`config.mk`:
```
export PLATFORM = sky130hd
export DESIGN_NAME = graph_adjacency_matrix_store
export DESIGN_NICKNAME = d
export VERILOG_FILES = /design/src/rtl/gam_pkg.sv /design/src/rtl/gam_cell.sv /design/src/rtl/graph_adjacency_matrix_store.sv
export SDC_FILE = /design/constraint.sdc
export NUM_CORES = 2
export LEC_CHECK = 0
export BUFFER_PORTS_ARGS = -buffer_cell sky130_fd_sc_hd__buf_2
export CAP_MARGIN = 15
export CORE_MARGIN = 2
export CORE_UTILIZATION = 30
export CTS_BUF_LIST = sky130_fd_sc_hd__clkbuf_8
export DETAILED_ROUTE_END_ITERATION = 6
export PLACE_DENSITY = 0.45
export SYNTH_ARGS = -nofsm -noshare
export SYNTH_HDL_FRONTEND = slang
export SYNTH_HIERARCHICAL = 1
export SYNTH_SLANG_ARGS = --single-unit
```
`constraint.sdc`:
```
create_clock -name clk -period 16.5 [get_ports clk]
set_input_delay 3.3 -clock clk [delete_from_list [all_inputs] [get_ports clk]]
set_output_delay 3.3 -clock clk [all_outputs]
set_load 0.02 [all_outputs]
```
`src/rtl/gam_pkg.sv`:
```
`timescale 1ns / 1ps
// ----------------------------------------------------------------------------
// gam_pkg
// Shared constants, types and helpers for the adjacency matrix store.
// ----------------------------------------------------------------------------
package gam_pkg;

    localparam int MAX_VERTICES = 16;
    localparam int IDX_W        = 4;
    localparam int CNT_W        = $clog2(MAX_VERTICES + 1);
    localparam int VAL_W        = 32;
    localparam int ROW_W        = MAX_VERTICES;
    localparam int OUT_ROW_W    = 16;

    localparam logic [1:0] OP_ADD_VERTEX = 2'd0;
    localparam logic [1:0] OP_DEL_VERTEX = 2'd1;
    localparam logic [1:0] OP_ADD_EDGE   = 2'd2;
    localparam logic [1:0] OP_DEL_EDGE   = 2'd3;

    localparam logic [1:0] ST_DONE    = 2'd0;
    localparam logic [1:0] ST_IGNORED = 2'd1;
    localparam logic [1:0] ST_FULL    = 2'd2;

    localparam logic [2:0] CK_NONE     = 3'd0;
    localparam logic [2:0] CK_APPEND   = 3'd1;
    localparam logic [2:0] CK_REMOVE   = 3'd2;
    localparam logic [2:0] CK_SET_EDGE = 3'd3;
    localparam logic [2:0] CK_CLR_EDGE = 3'd4;

    typedef logic [ROW_W-1:0] row_t;
    typedef logic [VAL_W-1:0] val_t;

    typedef struct packed {
        logic [2:0]       kind;
        logic [IDX_W-1:0] idx_i;
        logic [IDX_W-1:0] idx_j;
        logic [CNT_W-1:0] cnt;
        val_t             value;
    } cmd_t;

    // remove bit k, higher bits move down one
    function automatic row_t drop_column(input row_t row, input logic [IDX_W-1:0] k);
        row_t res;
        res = '0;
        for (int b = 0; b < ROW_W; b++)
        begin
            if (b < int'(k))
                res[b] = row[b];
            else if (b + 1 < ROW_W)
                res[b] = row[b + 1];
            else
                res[b] = 1'b0;
        end
        return res;
    endfunction

endpackage

```
`src/rtl/gam_cell.sv`:
```
`timescale 1ns / 1ps
// ----------------------------------------------------------------------------
// gam_cell
// One vertex slot: value and adjacency row, fed from the next slot on remove.
// ----------------------------------------------------------------------------
module gam_cell
(
    input  logic                         clk,
    input  logic                         rst_n,
    input  logic [gam_pkg::IDX_W-1:0]    cell_index,
    input  gam_pkg::cmd_t                cmd,
    input  gam_pkg::val_t                next_value,
    input  gam_pkg::row_t                next_row,
    output gam_pkg::val_t                value,
    output gam_pkg::row_t                row
);

    gam_pkg::val_t value_reg, value_next;
    gam_pkg::row_t row_reg, row_next;

    logic [gam_pkg::CNT_W-1:0] r_ext;
    assign r_ext = gam_pkg::CNT_W'(cell_index);

    always_comb
    begin
        value_next = value_reg;
        row_next   = row_reg;
        case (cmd.kind)
            gam_pkg::CK_APPEND:
            begin
                if (r_ext == cmd.cnt)
                begin
                    value_next = cmd.value;
                    row_next   = '0;
                end
                else
                begin
                    row_next[cmd.cnt[gam_pkg::IDX_W-1:0]] = 1'b0;
                end
            end
            gam_pkg::CK_REMOVE:
            begin
                if (r_ext + 1'b1 >= cmd.cnt)
                    row_next = '0;
                else if (cell_index >= cmd.idx_i)
                begin
                    value_next = next_value;
                    row_next   = gam_pkg::drop_column(next_row, cmd.idx_i);
                end
                else
                    row_next = gam_pkg::drop_column(row_reg, cmd.idx_i);
            end
            gam_pkg::CK_SET_EDGE:
            begin
                if (cell_index == cmd.idx_i)
                    row_next[cmd.idx_j] = 1'b1;
                if (cell_index == cmd.idx_j)
                    row_next[cmd.idx_i] = 1'b1;
            end
            gam_pkg::CK_CLR_EDGE:
            begin
                if (cell_index == cmd.idx_i)
                    row_next[cmd.idx_j] = 1'b0;
                if (cell_index == cmd.idx_j)
                    row_next[cmd.idx_i] = 1'b0;
            end
            default:
            begin
            end
        endcase
    end

    always_ff @(posedge clk or negedge rst_n)
    begin
        if (!rst_n)
            row_reg <= '0;
        else
            row_reg <= row_next;
    end

    always_ff @(posedge clk)
    begin
        value_reg <= value_next;
    end

    assign value = value_reg;
    assign row   = row_reg;

endmodule

```
`src/rtl/graph_adjacency_matrix_store.sv`:
```
`timescale 1ns / 1ps
// ----------------------------------------------------------------------------
// graph_adjacency_matrix_store
// Undirected graph of up to MAX_VERTICES vertices kept in a chain of cells.
// ----------------------------------------------------------------------------
// Each command is accepted when start is high and busy is low; every cell
// updates its value and row at that edge (a remove shifts each later cell's
// contents from its neighbor), and in the next cycle done pulses for one
// cycle with the result read from the updated cells. The result is shown for
// that one cycle only and cannot be held off; busy is high during it, so no
// new command is accepted while the result is shown.
module graph_adjacency_matrix_store
(
    input  logic                             clk,
    input  logic                             rst_n,
    input  logic                             start,
    output logic                             busy,
    input  logic [1:0]                       op,
    input  logic signed [gam_pkg::VAL_W-1:0] vertex_value,
    input  logic [gam_pkg::IDX_W-1:0]        index_i,
    input  logic [gam_pkg::IDX_W-1:0]        index_j,
    output logic                             done,
    output logic [1:0]                       status,
    output logic [gam_pkg::CNT_W-1:0]        vertex_count,
    output logic [gam_pkg::OUT_ROW_W-1:0]    row_bits,
    output logic signed [gam_pkg::VAL_W-1:0] vertex_at
);

    logic [gam_pkg::CNT_W-1:0] count_reg, count_next;
    logic                      pend_reg;
    logic [gam_pkg::IDX_W-1:0] idx_reg;
    logic [1:0]                status_reg, status_next;

    gam_pkg::cmd_t cmd;
    gam_pkg::val_t cell_value [gam_pkg::MAX_VERTICES];
    gam_pkg::row_t cell_row   [gam_pkg::MAX_VERTICES];

    logic accept;
    logic i_ok, j_ok;

    assign accept = start && !pend_reg;
    assign i_ok   = gam_pkg::CNT_W'(index_i) < count_reg;
    assign j_ok   = gam_pkg::CNT_W'(index_j) < count_reg;

    always_comb
    begin
        cmd.kind    = gam_pkg::CK_NONE;
        cmd.idx_i   = index_i;
        cmd.idx_j   = index_j;
        cmd.cnt     = count_reg;
        cmd.value   = vertex_value;
        count_next  = count_reg;
        status_next = gam_pkg::ST_DONE;
        unique case (op)
            gam_pkg::OP_ADD_VERTEX:
            begin
                if (count_reg == gam_pkg::CNT_W'(gam_pkg::MAX_VERTICES))
                    status_next = gam_pkg::ST_FULL;
                else
                begin
                    cmd.kind   = gam_pkg::CK_APPEND;
                    count_next = count_reg + 1'b1;
                end
            end
            gam_pkg::OP_DEL_VERTEX:
            begin
                if (!i_ok)
                    status_next = gam_pkg::ST_IGNORED;
                else
                begin
                    cmd.kind   = gam_pkg::CK_REMOVE;
                    count_next = count_reg - 1'b1;
                end
            end
            default:
            begin
                if (!i_ok || !j_ok || index_i == index_j)
                    status_next = gam_pkg::ST_IGNORED;
                else if (op == gam_pkg::OP_ADD_EDGE)
                    cmd.kind = gam_pkg::CK_SET_EDGE;
                else
                    cmd.kind = gam_pkg::CK_CLR_EDGE;
            end
        endcase
        if (!accept)
        begin
            cmd.kind   = gam_pkg::CK_NONE;
            count_next = count_reg;
        end
    end

    always_ff @(posedge clk or negedge rst_n)
    begin
        if (!rst_n)
        begin
            count_reg <= '0;
            pend_reg  <= 1'b0;
        end
        else
        begin
            count_reg <= count_next;
            pend_reg  <= accept;
        end
    end

    always_ff @(posedge clk)
    begin
        if (accept)
        begin
            idx_reg    <= index_i;
            status_reg <= status_next;
        end
    end

    for (genvar r = 0; r < gam_pkg::MAX_VERTICES; r++)
    begin : g_cell
        gam_pkg::val_t nv;
        gam_pkg::row_t nr;
        if (r == gam_pkg::MAX_VERTICES - 1)
        begin : g_last
            assign nv = '0;
            assign nr = '0;
        end
        else
        begin : g_mid
            assign nv = cell_value[r + 1];
            assign nr = cell_row[r + 1];
        end
        gam_cell u_cell
        (
            .clk        (clk),
            .rst_n      (rst_n),
            .cell_index (gam_pkg::IDX_W'(r)),
            .cmd        (cmd),
            .next_value (nv),
            .next_row   (nr),
            .value      (cell_value[r]),
            .row        (cell_row[r])
        );
    end

    logic present;
    assign present = gam_pkg::CNT_W'(idx_reg) < count_reg;

    assign busy         = pend_reg;
    assign done         = pend_reg;
    assign status       = status_reg;
    assign vertex_count = count_reg;
    assign row_bits     = present ? gam_pkg::OUT_ROW_W'(cell_row[idx_reg]) : '0;
    assign vertex_at    = present ? cell_value[idx_reg] : '0;

endmodule

```
==> flow_summary.yaml <==
clock_network:
  cts_setup_buffers: 0
  clockBufferDepth: 3
  clock_latency_ns: 0.98
  cts_root_buf: "clkbuf_8"
  clk_pin_slew_ns: 0.06
  cts_resized: 0
  tritoncts: "done"
  cts_buffers: 166
  cts_max_level: 4
  postCtsHoldBufs: 0
  cts.sinks: 780
yosys:
  synth.distinct_cells: 109
  yosysWarnings: 6
  yosysMostFrequentCell: "nand2_1"
  yosysSeqAreaShare: 0.315
  synth_edf_count: 518
  ys_seq_elements: 780
  synth_top_cell_area_share: 0.222
  synth_common_cells: "nand2_1, edfxtp_1, clkbuf_1"
  ys_async_sr_fraction: 0.336
  synthTopCellsByArea: "edfxtp_1, dfrtp_1, nand2_1"
  synth_area_leader_cell: "edfxtp_1"
  syn_inst: 8005
  synth-main-ff-cell: "edfxtp_1"
  netlist_area_sq_um: 70200
  synth_area_per_cell_sq_um: 8.77
route:
  vias_per_cell: 6.04
  ant_nets: 0
  num_vias: 69173
  dr.first_iter.drc_count: 8031
  dr.pass1.iters: 7
  drcViolationCount: 2
  wl_mm: 324
  wl_per_cell_um: 28.3
worst_setup_path:
  end_kind: "output port"
  required_ns: 13.20
  cp-startpoint: "idx_reg[0]"
  cp_max_fo: 37
  reg2reg_from: "vertex_count[3]"
  arrival_ns: 5.87
  worstRegToRegCells: 14
  critPathKind: "register to output port"
  critPathLaunchType: "register"
min_path:
  hold_class: "register to register"
  hold_depth: 2
  holdCritStartpoint: "g_cell[13].u_cell/value[6]"
pwr:
  peakVddDrop_v: 0.000115
  p_leak_nw: 30.3
  power_density_nw_per_um2: 118
sta:
  min_period_ns: 9.17
  hold_viol: 0
  worstMarginPinSlew_ns: 1.24
  finClkSkew_ns: 0.0803
  fmax_mhz: 109
  finalMaxSlewViolations: 0
  post-route-period-util: 0.556
  worst_hold_slack_ns: 0.505
  finalSetupViolations: 0
  fin_setup_tns_ns: 0
  relSlewSlack: 0.168
  rsz0062_at_grt: "no"
  timing.final.ws_setup_ns: 7.33
grt:
  grt_overflow: 0
  use_met1: 0.353
  grt_util_met3: 0.0430
  busiest_layer: "met2"
  grt_pass1_wl_mm: 471
  grt_start_max_net_pins: 125
  antenna_found_initial: 19
  grt_pass1_vias: 67266
  grt_util_all_layers: 0.264
  met2_usage: 0.414
floorplan:
  io_pins: 102
  die_w_um: 488
  fp.coreArea_sq_um: 233000
  row_count: 177
  die_y_um: 488
  start_util: 0.302
  die_area_sq_um: 238000
final_layout:
  nNetsFinal: 8477
  syn2layout_area_growth_pct: 11.3
  n_fill_cell: 24331
  drive_above_1_share: 0.153
  largest_reg_flops: 512
status:
  violations: "design-rule violations"
  status: "complete, but fails checks"
place:
  dp_hpwl_mm: 207
  gp_congestion: 0.932
  post-place-ws_ns: 7.71
  port_buffers: 101
job:
  max-cap-violations: 0
-- final timing paths --
check	slack [ns]	to
min in group asynchronous	2.35	g_cell[5].u_cell/row[8]
max in group asynchronous	12.41	g_cell[1].u_cell/row[4]
worst max register to register	10.04	g_cell[1].u_cell/row[1]
worst min register to register	0.51	g_cell[12].u_cell/value[6]
worst max-delay path	7.33	vertex_at[30]
worst min-delay path	0.51	g_cell[12].u_cell/value[6]
-- metrics by stage --
| stage | util | power, mW | instance area [sq um] | cells |
|---|---|---|---|---|
| final | 0.336 | 9.24 | 78100 | 11446 |
| after global placement | 0.322 | 7.00 | 74900 | 11133 |
| after detailed placement | 0.322 | 7.02 | 74900 | 11133 |
| after floorplan | - | 5.44 | 71700 | 8401 |
| after global routing | 0.336 | 9.68 | 78100 | 11440 |
| after CTS | 0.336 | 9.19 | 78100 | 11432 |
-- where the power goes --
group	switching (mW)	total (mW)	internal (mW)	leakage (nW)
clock network	1.07	2.12	1.05	1.83
logic	2.99	4.37	1.38	20.2
registers	0.386	2.75	2.36	8.25
total	4.45	9.24	4.79	30.3
-- metal layers --
metal	vias to the layer above	part of all wire	wire, um
li1	30406	-	-
met1	34437	0.42	137000
met2	3626	0.45	146000
met3	702	0.080	26000
met4	2	0.048	15600
met5	-	0.000034	11
-- layout make-up --
cell class	instances	area, sq um	area share
antenna	13	32.5	0.000416
clock buffer	182	2500	0.0321
clock inverter	117	666	0.00852
inverter	308	1160	0.0148
multi-input combinational	6737	45900	0.588
sequential	780	22100	0.283
tap	3043	3810	0.0487
timing repair buffer	266	1890	0.0243
-- cells by family (layout without fill, tap and decap cells) --
kind of cell | Yosys count | in the layout | synth area share
simple gates | 3044 | 3044 | 0.197
compound gates | 2283 | 2283 | 0.246
buf+inv | 884 | 873 | 0.0557
flops | 780 | 780 | 0.315
mux | 642 | 642 | 0.131
xor+xnor | 197 | 197 | 0.0246
fa+ha+maj | 173 | 173 | 0.0310
other cells | 2 | 411 | 0.000107
-- cell usage in the layout (no fill, tap or decap), types with 48 or more instances in the layout --
cell type,count
a211oi_1,129
a21o_1,48
a21oi_1,331
a22o_1,58
a31oi_1,98
buf_2,92
buf_4,159
clkbuf_8,183
conb_1,398
dfrtp_1,257
edfxtp_1,518
ha_1,172
inv_1,361
mux2_2,260
mux2i_1,189
mux4_2,192
nand2_1,1729
nand2b_1,91
nand3_1,232
nand4_1,71
nor2_1,340
nor2b_1,96
nor3_1,151
o211a_1,58
o211ai_1,130
o21ai_0,371
o221ai_1,134
o22ai_1,68
o31ai_1,124
o32ai_1,103
xnor2_1,163
-- critical path, stage by stage (launching register included) --
cell and delay (ns):
edfxtp_1 1.00, buf_4 0.64, buf_4 0.81, buf_4 0.79
mux4_2 0.61, mux2_2 0.28, a21oi_1 0.40, a21oi_1 0.11
buf_2 0.22
Power figures use the tool's default switching activity.
